===== src/hdl/cpba_pkg.sv =====
// ----------------------------------------------------------------------------
// cpba_pkg
// Shared types, codes and bit-search helpers of the first-fit page allocator.
// ----------------------------------------------------------------------------
package cpba_pkg;

    localparam int MAX_PAGES_DEF  = 1024;
    localparam int PAGE_BYTES_DEF = 4096;

    localparam int CNT_W    = 11;   // page counts and pool size
    localparam int ADDR_W   = 32;   // byte addresses
    localparam int WORD_W   = 32;   // bitmap word, one bit per page
    localparam int BIT_W    = 5;    // bit index within a word
    localparam int STATUS_W = 2;
    localparam int CFG_W    = 32;   // widest configuration register

    localparam logic [CNT_W-1:0] POOL_COUNT_RST = 11'd1024;

    typedef enum logic {
        CFG_POOL_BASE  = 1'b0,
        CFG_POOL_COUNT = 1'b1
    } t_cfg_idx;

    typedef enum logic {
        OP_ALLOC = 1'b0,
        OP_FREE  = 1'b1
    } t_op;

    typedef enum logic [STATUS_W-1:0] {
        ST_DONE    = 2'd0,
        ST_NOSPACE = 2'd1,
        ST_IGNORED = 2'd2,
        ST_RANGE   = 2'd3
    } t_status;

    // Outcome of examining one bitmap word during the first-fit scan
    typedef struct packed {
        logic             found;    // a window of the requested length starts here
        logic             carried;  // window began in earlier words
        logic [BIT_W-1:0] bit_idx;  // window start within this word
        logic [CNT_W-1:0] run_out;  // free run reaching the top of this word
    } t_scan_res;

    // Number of ones from bit 0 upward
    function automatic logic [5:0] f_trail_ones(input logic [WORD_W-1:0] v);
        logic [5:0] c;
        c = 6'd32;
        for (int i = WORD_W - 1; i >= 0; i--) begin
            if (!v[i]) c = 6'(i);
        end
        return c;
    endfunction

    // Number of ones from bit 31 downward
    function automatic logic [5:0] f_lead_ones(input logic [WORD_W-1:0] v);
        logic [5:0] c;
        c = 6'd32;
        for (int i = 0; i < WORD_W; i++) begin
            if (!v[i]) c = 6'(WORD_W - 1 - i);
        end
        return c;
    endfunction

    // Index of the lowest set bit, 0 when none is set
    function automatic logic [BIT_W-1:0] f_lowest_set(input logic [WORD_W-1:0] v);
        logic [BIT_W-1:0] idx;
        idx = '0;
        for (int i = WORD_W - 1; i >= 0; i--) begin
            if (v[i]) idx = BIT_W'(i);
        end
        return idx;
    endfunction

endpackage


===== src/hdl/cpba_ram.sv =====
// ----------------------------------------------------------------------------
// cpba_ram
// Generic simple dual-port RAM: one write port, one read port, registered read.
// ----------------------------------------------------------------------------
module cpba_ram #(
    parameter int WIDTH = 32,
    parameter int DEPTH = 32,
    localparam int AW = (DEPTH > 1) ? $clog2(DEPTH) : 1
) (
    input  logic             i_clk,
    input  logic             i_we,
    input  logic [AW-1:0]    i_waddr,
    input  logic [WIDTH-1:0] i_wdata,
    input  logic [AW-1:0]    i_raddr,
    output logic [WIDTH-1:0] o_rdata
);

    logic [WIDTH-1:0] r_mem [DEPTH];
    logic [WIDTH-1:0] r_rdata;

    always_ff @(posedge i_clk) begin
        if (i_we) begin
            r_mem[i_waddr] <= i_wdata;
        end
        r_rdata <= r_mem[i_raddr];
    end

    assign o_rdata = r_rdata;

endmodule


===== src/hdl/cpba_div.sv =====
// ----------------------------------------------------------------------------
// cpba_div
// Page number of a byte address. The page size is a power of two, so the
// quotient is a right shift, registered and ready in the cycle after start.
// ----------------------------------------------------------------------------
module cpba_div
    import cpba_pkg::*;
#(
    parameter int DIVISOR = PAGE_BYTES_DEF
) (
    input  logic              i_clk,
    input  logic              i_rst_n,
    input  logic              i_start,
    input  logic [ADDR_W-1:0] i_dividend,
    output logic              o_done,
    output logic [ADDR_W-1:0] o_quotient
);

    localparam int SHIFT = $clog2(DIVISOR);

    logic              r_done;
    logic [ADDR_W-1:0] r_q;

    always_ff @(posedge i_clk) begin
        if (!i_rst_n) begin
            r_done <= 1'b0;
            r_q    <= '0;
        end else begin
            r_done <= i_start;
            if (i_start) begin
                r_q <= i_dividend >> SHIFT;
            end
        end
    end

    assign o_done     = r_done;
    assign o_quotient = r_q;

endmodule


===== src/hdl/cpba_scan.sv =====
// ----------------------------------------------------------------------------
// cpba_scan
// Word evaluator of the first-fit scan: finds the lowest window of free
// pages in one bitmap word, continuing a run carried from lower words.
// ----------------------------------------------------------------------------
module cpba_scan
    import cpba_pkg::*;
#(
    parameter int MAX_PAGES = MAX_PAGES_DEF,
    localparam int NW  = (MAX_PAGES + WORD_W - 1) / WORD_W,
    localparam int WAW = (NW > 1) ? $clog2(NW) : 1,
    localparam int PW  = WAW + BIT_W,
    localparam int XW  = ((PW > CNT_W) ? PW : CNT_W) + 1
) (
    input  logic [WORD_W-1:0] i_word,      // used bits of this word
    input  logic [WAW-1:0]    i_word_idx,
    input  logic [CNT_W-1:0]  i_run_in,
    input  logic [CNT_W-1:0]  i_count,
    input  logic [CNT_W-1:0]  i_pool,      // effective pool size in pages
    output t_scan_res         o_res
);

    logic [XW-1:0]     w_pg0;
    logic [XW-1:0]     w_lim;
    logic [WORD_W-1:0] w_valid;
    logic [WORD_W-1:0] w_free;
    logic [5:0]        w_trail;
    logic [5:0]        w_lead;
    logic [CNT_W:0]    w_reach;
    logic              w_carry_fit;
    logic [5:0]        w_cnt6;
    logic              w_small;
    logic [WORD_W-1:0] w_p [6];
    logic [WORD_W-1:0] w_win;

    assign w_pg0 = XW'({i_word_idx, {BIT_W{1'b0}}});
    assign w_lim = XW'(i_pool) - w_pg0;

    // pages at or beyond the pool size count as used
    always_comb begin
        if (w_pg0 >= XW'(i_pool)) begin
            w_valid = '0;
        end else if (w_lim >= XW'(WORD_W)) begin
            w_valid = '1;
        end else begin
            w_valid = {WORD_W{1'b1}} >> (6'd32 - w_lim[5:0]);
        end
    end

    assign w_free  = ~i_word & w_valid;
    assign w_trail = f_trail_ones(w_free);
    assign w_lead  = f_lead_ones(w_free);

    assign w_reach     = {1'b0, i_run_in} + (CNT_W + 1)'(w_trail);
    assign w_carry_fit = (w_reach >= {1'b0, i_count});

    assign w_cnt6  = i_count[5:0];
    assign w_small = (i_count <= CNT_W'(WORD_W));

    // w_p[k]: bit j set when pages j .. j+2^k-1 of this word are all free
    always_comb begin
        w_p[0] = w_free;
        for (int k = 1; k < 6; k++) begin
            w_p[k] = w_p[k-1] & (w_p[k-1] >> (1 << (k - 1)));
        end
    end

    // compose a window of the requested length from power-of-two pieces
    always_comb begin
        w_win = '1;
        for (int k = 0; k < 6; k++) begin
            if (w_cnt6[k]) begin
                w_win = w_win & (w_p[k] >> (w_cnt6 & 6'((1 << k) - 1)));
            end
        end
        if (!w_small) begin
            w_win = '0;
        end
    end

    always_comb begin
        o_res.found   = w_carry_fit || (|w_win);
        o_res.carried = w_carry_fit;
        o_res.bit_idx = f_lowest_set(w_win);
        if (w_trail == 6'd32) begin
            o_res.run_out = i_run_in + CNT_W'(WORD_W);
        end else begin
            o_res.run_out = CNT_W'(w_lead);
        end
    end

endmodule


===== src/hdl/contiguous_page_bitmap_allocator_top.sv =====
// ----------------------------------------------------------------------------
// contiguous_page_bitmap_allocator_top
// First-fit page allocator over a bitmap of used pages, held in RAM words.
// ----------------------------------------------------------------------------
//  channel   direction  handshake                  payload
//  s_axis    in         i_s_axis_tvalid/o_tready   tuser op, tdata count, address
//  m_axis    out        o_m_axis_tvalid/i_tready   tuser status, tdata address
//  cfg       in         i_cfg_we                   i_cfg_idx, i_cfg_wdata
//
//  Allocate: one RAM read per scanned bitmap word, from word 0 up to at most
//  ceil(pool/32) words, then a read and a write for each word marked.
//  Free: shifts the address, then the base, to a page number, then makes a
//  range check; out of range it ends there, else each word is read and cleared.
//  Zero counts, null frees and oversize allocations go straight to the result.
//  After reset the bitmap is cleared one word a cycle, ceil(MAX_PAGES/32)
//  words, with o_s_axis_tready low. A held result does not block the next
//  transaction; completion waits only if the output register is still full.
// ----------------------------------------------------------------------------
module contiguous_page_bitmap_allocator_top
    import cpba_pkg::*;
#(
    parameter int MAX_PAGES  = MAX_PAGES_DEF,
    parameter int PAGE_BYTES = PAGE_BYTES_DEF
) (
    input  logic              i_clk,
    input  logic              i_rst_n,
    input  logic              i_s_axis_tvalid,
    output logic              o_s_axis_tready,
    input  logic [47:0]       i_s_axis_tdata,   // page_count[10:0], free_address[42:11]
    input  logic              i_s_axis_tuser,   // op
    output logic              o_m_axis_tvalid,
    input  logic              i_m_axis_tready,
    output logic [31:0]       o_m_axis_tdata,   // granted_address[31:0]
    output logic [1:0]        o_m_axis_tuser,   // status[1:0]
    input  logic              i_cfg_we,
    input  logic              i_cfg_idx,
    input  logic [CFG_W-1:0]  i_cfg_wdata
);

    localparam int NW  = (MAX_PAGES + WORD_W - 1) / WORD_W;
    localparam int WAW = (NW > 1) ? $clog2(NW) : 1;
    localparam int PW  = WAW + BIT_W;
    localparam int XW  = ((PW > CNT_W) ? PW : CNT_W) + 1;

    typedef enum logic [3:0] {
        S_CLR,
        S_IDLE,
        S_SCAN0,
        S_SCAN,
        S_DIVA,
        S_DIVB,
        S_CHK,
        S_RD,
        S_WR,
        S_FIN
    } t_state;

    t_state            r_state;
    logic [ADDR_W-1:0] r_base;
    logic [CNT_W-1:0]  r_ppc;
    t_op               r_op;
    logic [CNT_W-1:0]  r_cnt;
    logic [ADDR_W-1:0] r_addr;
    logic [WAW-1:0]    r_word;
    logic [CNT_W-1:0]  r_run;
    logic [PW-1:0]     r_start;
    logic [PW-1:0]     r_end;
    logic [ADDR_W-1:0] r_pa;
    logic [ADDR_W-1:0] r_pb;
    logic [ADDR_W-1:0] r_offs;
    logic              r_grant;
    t_status           r_status;
    logic              r_dstart;
    logic              r_ovalid;
    logic [ADDR_W-1:0] r_odata;
    t_status           r_ouser;

    logic [CNT_W-1:0]  w_pool;
    logic              w_accept;
    t_op               w_in_op;
    logic [CNT_W-1:0]  w_in_cnt;
    logic [ADDR_W-1:0] w_in_addr;
    logic [XW-1:0]     w_last_pg;
    logic [WAW-1:0]    w_last_word;

    logic              w_ram_we;
    logic [WAW-1:0]    w_ram_waddr;
    logic [WORD_W-1:0] w_ram_wdata;
    logic [WAW-1:0]    w_ram_raddr;
    logic [WORD_W-1:0] w_ram_rdata;

    t_scan_res         w_scan;
    logic [PW-1:0]     w_pg0;
    logic [PW-1:0]     w_fit_start;
    logic [PW-1:0]     w_fit_end;

    logic              w_div_done;
    logic [ADDR_W-1:0] w_div_q;
    logic [ADDR_W-1:0] w_div_in;
    logic              w_div_go;

    logic [ADDR_W-1:0] w_fidx;
    logic              w_frange;
    logic [PW-1:0]     w_fstart;
    logic [PW-1:0]     w_fend;

    logic [BIT_W-1:0]  w_lo;
    logic [BIT_W-1:0]  w_hi;
    logic [WORD_W-1:0] w_mask;
    logic              w_out_free;

    // ------------------------------------------------------------------------
    // Configuration registers
    // ------------------------------------------------------------------------
    always_ff @(posedge i_clk) begin
        if (!i_rst_n) begin
            r_base <= '0;
            r_ppc  <= POOL_COUNT_RST;
        end else if (i_cfg_we) begin
            case (t_cfg_idx'(i_cfg_idx))
                CFG_POOL_BASE:  r_base <= i_cfg_wdata[ADDR_W-1:0];
                CFG_POOL_COUNT: r_ppc  <= i_cfg_wdata[CNT_W-1:0];
                default:        r_base <= r_base;
            endcase
        end
    end

    assign w_pool = (32'(r_ppc) > 32'(MAX_PAGES)) ? CNT_W'(MAX_PAGES) : r_ppc;

    assign w_in_op   = t_op'(i_s_axis_tuser);
    assign w_in_cnt  = i_s_axis_tdata[10:0];
    assign w_in_addr = i_s_axis_tdata[42:11];

    assign o_s_axis_tready = (r_state == S_IDLE);
    assign w_accept        = i_s_axis_tvalid && o_s_axis_tready;

    assign w_last_pg   = XW'(w_pool) - XW'(1);
    assign w_last_word = w_last_pg[PW-1:BIT_W];

    // ------------------------------------------------------------------------
    // Bitmap memory
    // ------------------------------------------------------------------------
    cpba_ram #(
        .WIDTH (WORD_W),
        .DEPTH (NW)
    ) u_ram (
        .i_clk   (i_clk),
        .i_we    (w_ram_we),
        .i_waddr (w_ram_waddr),
        .i_wdata (w_ram_wdata),
        .i_raddr (w_ram_raddr),
        .o_rdata (w_ram_rdata)
    );

    always_comb begin
        case (r_state)
            S_SCAN0: w_ram_raddr = '0;
            S_SCAN:  w_ram_raddr = WAW'(r_word + 1'b1);
            default: w_ram_raddr = r_word;
        endcase
    end

    // range of bits of the current word touched by a mark or clear
    assign w_lo   = (r_word == r_start[PW-1:BIT_W]) ? r_start[BIT_W-1:0] : '0;
    assign w_hi   = (r_word == r_end[PW-1:BIT_W]) ? r_end[BIT_W-1:0] : '1;
    assign w_mask = ({WORD_W{1'b1}} << w_lo) & ({WORD_W{1'b1}} >> (5'd31 - w_hi));

    always_comb begin
        w_ram_we    = 1'b0;
        w_ram_waddr = r_word;
        w_ram_wdata = '0;
        case (r_state)
            S_CLR: begin
                w_ram_we = 1'b1;
            end
            S_WR: begin
                w_ram_we    = 1'b1;
                w_ram_wdata = (r_op == OP_ALLOC) ? (w_ram_rdata | w_mask)
                                                 : (w_ram_rdata & ~w_mask);
            end
            default: begin
                w_ram_we = 1'b0;
            end
        endcase
    end

    // ------------------------------------------------------------------------
    // Scan word evaluator
    // ------------------------------------------------------------------------
    cpba_scan #(
        .MAX_PAGES (MAX_PAGES)
    ) u_scan (
        .i_word     (w_ram_rdata),
        .i_word_idx (r_word),
        .i_run_in   (r_run),
        .i_count    (r_cnt),
        .i_pool     (w_pool),
        .o_res      (w_scan)
    );

    assign w_pg0       = {r_word, {BIT_W{1'b0}}};
    assign w_fit_start = w_scan.carried ? (w_pg0 - PW'(r_run))
                                        : (w_pg0 + PW'(w_scan.bit_idx));
    assign w_fit_end   = w_fit_start + PW'(r_cnt) - PW'(1);

    // ------------------------------------------------------------------------
    // Page number of a byte address
    // ------------------------------------------------------------------------
    assign w_div_in = (r_state == S_DIVB) ? r_base : r_addr;

    // start on a valid free transaction, then again for the pool base
    assign w_div_go = (r_state == S_DIVA) ? w_div_done
                    : (w_accept && w_in_op == OP_FREE && w_in_cnt != '0 && w_in_addr != '0);

    cpba_div #(
        .DIVISOR (PAGE_BYTES)
    ) u_div (
        .i_clk      (i_clk),
        .i_rst_n    (i_rst_n),
        .i_start    (r_dstart),
        .i_dividend (w_div_in),
        .o_done     (w_div_done),
        .o_quotient (w_div_q)
    );

    assign w_fidx   = r_pa - r_pb;
    assign w_frange = (r_pa < r_pb) || (w_fidx >= 32'(w_pool))
                   || (32'(r_cnt) > (32'(w_pool) - w_fidx));
    assign w_fstart = PW'(w_fidx);
    assign w_fend   = PW'(w_fidx + 32'(r_cnt) - 32'd1);

    assign w_out_free = !r_ovalid || i_m_axis_tready;

    // ------------------------------------------------------------------------
    // Sequencer
    // ------------------------------------------------------------------------
    always_ff @(posedge i_clk) begin
        if (!i_rst_n) begin
            r_state  <= S_CLR;
            r_word   <= '0;
            r_dstart <= 1'b0;
            r_ovalid <= 1'b0;
            r_grant  <= 1'b0;
        end else begin
            r_dstart <= w_div_go;
            if (r_state == S_FIN && w_out_free) begin
                r_ovalid <= 1'b1;
            end else if (i_m_axis_tready) begin
                r_ovalid <= 1'b0;
            end
            case (r_state)
                S_CLR: begin
                    if (r_word == WAW'(NW - 1)) begin
                        r_word  <= '0;
                        r_state <= S_IDLE;
                    end else begin
                        r_word <= WAW'(r_word + 1'b1);
                    end
                end
                S_IDLE: begin
                    if (w_accept) begin
                        r_op    <= w_in_op;
                        r_cnt   <= w_in_cnt;
                        r_addr  <= w_in_addr;
                        r_grant <= 1'b0;
                        if (w_in_cnt == '0 || (w_in_op == OP_FREE && w_in_addr == '0)) begin
                            r_status <= ST_IGNORED;
                            r_state  <= S_FIN;
                        end else if (w_in_op == OP_ALLOC) begin
                            if (w_in_cnt > w_pool) begin
                                r_status <= ST_NOSPACE;
                                r_state  <= S_FIN;
                            end else begin
                                r_state <= S_SCAN0;
                            end
                        end else begin
                            r_state <= S_DIVA;
                        end
                    end
                end
                S_SCAN0: begin
                    r_word  <= '0;
                    r_run   <= '0;
                    r_state <= S_SCAN;
                end
                S_SCAN: begin
                    if (w_scan.found) begin
                        r_start <= w_fit_start;
                        r_end   <= w_fit_end;
                        r_word  <= w_fit_start[PW-1:BIT_W];
                        r_grant <= 1'b1;
                        r_state <= S_RD;
                    end else if (r_word == w_last_word) begin
                        r_status <= ST_NOSPACE;
                        r_state  <= S_FIN;
                    end else begin
                        r_word <= WAW'(r_word + 1'b1);
                        r_run  <= w_scan.run_out;
                    end
                end
                S_DIVA: begin
                    if (w_div_done) begin
                        r_pa    <= w_div_q;
                        r_state <= S_DIVB;
                    end
                end
                S_DIVB: begin
                    if (w_div_done) begin
                        r_pb    <= w_div_q;
                        r_state <= S_CHK;
                    end
                end
                S_CHK: begin
                    if (w_frange) begin
                        r_status <= ST_RANGE;
                        r_state  <= S_FIN;
                    end else begin
                        r_start <= w_fstart;
                        r_end   <= w_fend;
                        r_word  <= w_fstart[PW-1:BIT_W];
                        r_state <= S_RD;
                    end
                end
                S_RD: begin
                    r_offs  <= ADDR_W'(r_start * PAGE_BYTES);
                    r_state <= S_WR;
                end
                S_WR: begin
                    if (r_word == r_end[PW-1:BIT_W]) begin
                        r_status <= ST_DONE;
                        r_state  <= S_FIN;
                    end else begin
                        r_word  <= WAW'(r_word + 1'b1);
                        r_state <= S_RD;
                    end
                end
                S_FIN: begin
                    // hold the result until the output register is free
                    if (w_out_free) begin
                        r_ouser  <= r_status;
                        r_odata  <= r_grant ? (r_base + r_offs) : '0;
                        r_state  <= S_IDLE;
                    end
                end
                default: begin
                    r_state <= S_IDLE;
                end
            endcase
        end
    end

    assign o_m_axis_tvalid = r_ovalid;
    assign o_m_axis_tdata  = r_odata;
    assign o_m_axis_tuser  = r_ouser;

endmodule


===== config.mk =====
export PLATFORM = sky130hd
export DESIGN_NAME = contiguous_page_bitmap_allocator_top
export DESIGN_NICKNAME = d
export VERILOG_FILES = /design/src/hdl/cpba_pkg.sv /design/src/hdl/cpba_ram.sv /design/src/hdl/cpba_div.sv /design/src/hdl/cpba_scan.sv /design/src/hdl/contiguous_page_bitmap_allocator_top.sv
export SDC_FILE = /design/constraint.sdc
export NUM_CORES = 2
export LEC_CHECK = 0
export BUFFER_PORTS_ARGS = -buffer_cell sky130_fd_sc_hd__buf_2
export CORE_ASPECT_RATIO = 1.2
export CORE_MARGIN = 2
export CORE_UTILIZATION = 45
export CTS_CLUSTER_DIAMETER = 30
export DETAILED_ROUTE_END_ITERATION = 10
export MAX_ROUTING_LAYER = met4
export PLACE_DENSITY = 0.63
export RECOVER_POWER = 25
export SKIP_CTS_REPAIR_TIMING = 1
export SLEW_MARGIN = 20
export SYNTH_ARGS = -nofsm -noshare
export SYNTH_HDL_FRONTEND = slang
export SYNTH_HIERARCHICAL = 1
export SYNTH_SLANG_ARGS = --single-unit

===== constraint.sdc =====
create_clock -name i_clk -period 11.47 [get_ports i_clk]
set_input_delay 2.294 -clock i_clk [delete_from_list [all_inputs] [get_ports i_clk]]
set_output_delay 2.294 -clock i_clk [all_outputs]
set_load 0.01 [all_outputs]

# After elaboration in Yosys (flattened, before gate mapping)
# Memory sizes are Yosys's and may differ from the RTL's. A register that Yosys moved wholly into a read port is not among the register bits.
# Cells that the tools add are included.
# W data, S select, Z words.
# word_totals
regBits,237
ramBits,1024
inputBits,87
word_cells,301
mem_count,1
# mem_list
memory,depth,width,read_ports,rd_ports_with_merged_regs,wr,line,rtl
u_ram.r_mem,32,32,1,1,1,cpba_ram.sv:18,logic [WIDTH-1:0] r_mem [DEPTH];
# classes
addsub,16
order_cmp,9
n_eq_ne,31
n_shift,8
mux,160
bitwise,17
n_reduce_logical,38
# ops
operator,n
$mux W32,12
$mux W6,64
$and A32 B32 Y32,8
$mux W5,39
$not A32 Y32,2
$mux W10,5
$mux W4,12
$mux W11,4
$pmux W10 S2,2
$pmux W4 S10,1
$add A32 B22 Y32,1
$and A32 B16 Y32,1
$and A32 B24 Y32,1
$and A32 B28 Y32,1
$and A32 B30 Y32,1
$and A32 B31 Y32,1
$ge A32 B11 Y1,1
$gt A11 B32 Y1,1
$logic_not A32 Y1,1
$or A32 B32 Y32,1
$reduce_bool A32 Y1,1
$reduce_or A32 Y1,1
$shl A32 B5 Y32 const A,1
$shr A32 B1 Y32,1
60 further kinds,116

# Depth between registers and ports, before layout
# depth
ltp_word,59
mapped_depth,59

# By module
# Netlist, hierarchy kept.
# modules_own_cells
mod,instances,cells_each,area_per_inst_um2,seq_area_each_um2
cpba_ram,1,2260,40487.6,31390.1
contiguous_page_bitmap_allocator_top,1,1684,15653.8,6656.4
cpba_scan,1,1213,7523.5,0.0
cpba_div,1,80,904.6,420.4

# Worst setup path after synthesis
# Ideal clock, no wire load.
# synth_path
path_kind,register to register
from,register r_ppc[10]
to,"register r_end[9], data pin"
setup_ps,270
arrival_ps,8990
required_ps,11200
slack_ps,2210
path_stages_with_launch,59
n_path_buf,8
period_less_slack_ps,9260
path_cell_list,dfxtp_1 > nor2b_1 > clkbuf_1 > inv_1 > ha_1 > fa_1 > nand2b_1 > a21oi_1 > mux2_2 > and4_1 > buf_6 > buf_8 > buf_2 > buf_2 > buf_1 > a21boi_0 > o21ai_0 > a21oi_1 > [23 not listed] > clkbuf_1 > mux2i_1 > ha_1 > inv_1 > ha_1 > inv_1 > fa_1 > inv_1 > a21oi_1 > o21bai_1 > a21oi_1 > nor2_1 > o21ai_0 > nand2b_1 > a21oi_1 > xnor2_1 > xnor2_1 > a21oi_1
# synth_lines
element,line,rtl
"start, declared",contiguous_page_bitmap_allocator_top.sv:60,logic [CNT_W-1:0] r_ppc;
"start signal, assigned",contiguous_page_bitmap_allocator_top.sv:122,CFG_POOL_COUNT: r_ppc <= i_cfg_wdata[CNT_W-1:0];
$gt A11 B11 Y1 *,contiguous_page_bitmap_allocator_top.sv:128,assign w_pool = (32'(r_ppc) > 32'(MAX_PAGES)) ? CNT_W'(MAX_PAGES) : r_ppc;
$mux W11 *,contiguous_page_bitmap_allocator_top.sv:128,
via w_pool[5],contiguous_page_bitmap_allocator_top.sv:78,logic [CNT_W-1:0] w_pool;
$sub A11 B10 Y12,cpba_scan.sv:37,assign w_lim = XW'(i_pool) - w_pg0;
$sub A6 B6 Y6,cpba_scan.sv:46,w_valid = {WORD_W{1'b1}} >> (6'd32 - w_lim[5:0]);
$shr A32 B6 Y32,cpba_scan.sv:46,
$mux W32,cpba_scan.sv:43,end else if (w_lim >= XW'(WORD_W)) begin
$mux W32 *,cpba_scan.sv:41,if (w_pg0 >= XW'(i_pool)) begin
[33 not listed],n/a,
$add A11 B6 Y12 *,cpba_scan.sv:54,"assign w_reach = {1'b0, i_run_in} + (CNT_W + 1)'(w_trail);"
$ge A12 B11 Y1 *,cpba_scan.sv:55,"assign w_carry_fit = (w_reach >= {1'b0, i_count});"
via u_scan.w_carry_fit,cpba_scan.sv:30,logic w_carry_fit;
$mux W10 *,contiguous_page_bitmap_allocator_top.sv:202,assign w_fit_start = w_scan.carried ? (w_pg0 - PW'(r_run))
$add A10 B10 Y10 *,contiguous_page_bitmap_allocator_top.sv:204,assign w_fit_end = w_fit_start + PW'(r_cnt) - PW'(1);
$sub A10 B1 Y10 *,contiguous_page_bitmap_allocator_top.sv:204,
$mux W10 *,contiguous_page_bitmap_allocator_top.sv:287,if (w_scan.found) begin
$pmux W10 S2 *,contiguous_page_bitmap_allocator_top.sv:251,case (r_state)
"end signal, assigned",contiguous_page_bitmap_allocator_top.sv:289,r_end <= w_fit_end;
"end signal, assigned",contiguous_page_bitmap_allocator_top.sv:319,r_end <= w_fend;
"end, declared",contiguous_page_bitmap_allocator_top.sv:67,logic [PW-1:0] r_end;
# Mark *: on every way through the listed nets, which the timed path passes. The rest lies on a longest branch. The select of a mux whose other input is x is not followed.
# A chain may end at the register's enable or synchronous reset.

==> results.md <==
* Post-synthesis to final-layout area growth at 16.10%
* Buffers on Ports at 117
* Final WS setup at between 0.7 and 0.8 ns
* Number of placement rows at 151
* Clock-pin slew of the registers on the worst-case setup and hold paths at around 0.050 ns
* Number of iterations in the first detailed-routing pass at 8
* Total grt overflow at 0
* Die Area at 145400 um^2
* Starting Density at 0.4534
* Area of the multi-input gates at around 24000 um^2
* Critical Path Most Common Cell: a21oi_1
* PD cells at 173.4 nW/um^2
* WS Path Type: reg -> reg
* Arrival @ worst endpoint at 11.27 ns
* Iter 0 DRT Violations at 4660
* Setup repair after global routing missed its margin: false
* Hold Path Depth at 2
* Worst Reg2Reg Path Length in Cells at 50
* Transition at the pin with the smallest max-transition slack at ~3.6 ns
* Overall routing resource usage at 0.2794
* Max stage delay on crit path at 0.63 ns
* Average wire length per cell after detail routing at ~27 um
* Headroom to the max-slew limit at -1.398
* Routability congestion estimate at 0.9868
* Number of antenna violations at the first check in global routing at 0
* Data required time of the worst path at approximately 12 ns
* Register-to-register setup slack at 0.77 ns
* Fin crit period at about 11 ns
* Reg-to-reg critical path startpoint: r_ppc[10]$_SDFFE_PN1P_
* Die width at 348.5 um
* Register Area at about 38000 um^2
* Final Skew at 0.04427 ns
* Height of the chip at 417.3 um
* Htree depth at 4
* Master cell of the clock root buffer: clkbuf_16
* Cell Area, Synth at 64070 um^2
* Count of final max-slew check failures at 455
* Hold path start: r_ppc[8]$_SDFFE_PN0P_
* Achievable Freq at 93.42 MHz
* Placeable core region at 141300 um^2
* Failing checks: max-capacitance violations, max-slew violations
* Worst slack, placed at ~0.94 ns
* Wire length of the first global-routing pass at 291500 um
* Most common cell after layout, fill and taps aside: edfxtp_1
* Startpoint type of the worst setup path: flop
* Slowest cell on crit path: dfxtp_1
* Number of max-capacitance violations reported at 19
* Post-synthesis average cell area at 12.29 um^2
* Number of synthesis warnings at 6
* Number of hold violations in the final report at 0
* End point of the most critical hold path: r_ppc[8]$_SDFFE_PN0P_
* Count of endpoints failing setup in the final report at 0
* Maximum fanout encountered on the critical timing path at 30
* Number of buffers on the longest clock path at 3
* Total CTS buffers at 220
* HPWL Detailed at 123500 um
* Worst hold-check path type: reg -> reg
* End of the worst register-to-register path: r_end[9]$_DFFE_PP_
* Leakage power at 25.76 nW
* Number of global-route vias before repair at 43744
* # nets final at 5630
* Mean number of vias per cell at 6.090
* Final Cell Area at roughly 74000 um^2
* Proportion of layout cells with a drive suffix above 1 at 0.1356
* Synthesized instance count at about 5200
* Routed wire length at 200900 um
* Sort of element at the end of the critical path: flop
* Antenna viol nets, final at 0
* Final-layout fill cell count at 12098
* Leading cell types in the layout, fill and taps excluded: edfxtp_1, mux2i_1, nand2_1
* Post-detailed-placement cell area at about 67000 um^2
* Largest net degree at the start of global routing at 132
* Period utilization at 0.9332
* Final total negative setup slack at 0 ns
* TritonCTS clock tree: built
* Total vias in the final route at between 40000 and 50000
* Later-pin clock latency in the skew report at 0.84 ns
* Drc violations at 0
* Peak supply drop at 0.1556 mV
* Result of the run: finished with violations
* Count of clock tree sinks at about 1300
* IO Count at 123
-- per-layer routing --
layer | share of wire | vias up | GRT usage | routed length [um]
met5 | 0 | - | - | 0
met4 | 0.046 | 0 | 0.1207 | 9182
met3 | 0.067 | 485 | 0.04246 | 13530
met2 | 0.48 | 1886 | 0.4524 | 96860
met1 | 0.40 | 22500 | 0.3497 | 81290
li1 | - | 20398 | - | -
-- flip-flops by register name (all words and copies together), names as in the netlist, 2 cells and up --
register          count
o_m_axis_tdata       32
o_m_axis_tuser        2
r_addr               20
r_base               32
r_cnt                11
r_end                10
r_offs               10
r_pa                 32
r_pb                 32
r_ppc                11
r_run                11
r_start              10
r_state               4
r_status              2
r_word                5
u_div/o_quotient     20
u_ram/o_rdata        32
u_ram/r_mem        1024
-- where the power goes --
group          leakage (nW)  switching (W)  internal [W]  total, W
logic                  10.8       0.000675      0.000323  0.000998
registers              11.3       0.000109       0.00521   0.00531
clock network          3.63        0.00239       0.00420   0.00658
total                  25.8        0.00317       0.00973    0.0129
-- worst max-delay path by stage --
stage	start	end	cells after the start
after floorplan	r_ppc[10]$_SDFFE_PN1P_	r_end[9]$_DFFE_PP_	58
after global placement	r_ppc[10]$_SDFFE_PN1P_	r_end[9]$_DFFE_PP_	51
after detailed placement	r_ppc[10]$_SDFFE_PN1P_	r_end[9]$_DFFE_PP_	49
after CTS	r_ppc[10]$_SDFFE_PN1P_	r_end[9]$_DFFE_PP_	51
after global routing	r_ppc[10]$_SDFFE_PN1P_	r_end[9]$_DFFE_PP_	51
final	r_ppc[10]$_SDFFE_PN1P_	r_end[9]$_DFFE_PP_	50
-- critical path, delay by kind of cell (launching register included) --
| kind | cells | cell delay (ns) |
|---|---|---|
| buffers and inverters | 7 | 1.34 |
| xor gates and xnor gates | 2 | 0.32 |
| DFF | 1 | 0.63 |
| adders and majority gates | 6 | 1.96 |
| AOI/OAI and AO/OA | 24 | 3.91 |
| muxes | 1 | 0.39 |
| and+or+nand+nor | 10 | 1.83 |
-- layout make-up --
type,count,share of cell area
flip-flops and latches,1305,0.5123
multi-input cells,3435,0.3237
clock buffers,254,0.07626
well taps,1836,0.03088
clock inverters,163,0.02568
repair buffers,265,0.02242
inverters,174,0.008780
diodes,1,0.00003364
-- per-stage QoR --
step	power, W	cells	hold WS [ns]	util
3_5_place_dp	0.006379	7012	0.4368	0.4738
3_3_place_gp	0.006380	7012	0.4368	0.4737
4_1_cts	0.01296	7429	0.4493	0.5274
6_report	0.01290	7433	0.4481	0.5264
5_1_grt	0.01326	7432	0.4715	0.5263
2_1_floorplan	0.005975	5223	0.4003	-
Power figures use the tool's default switching activity.
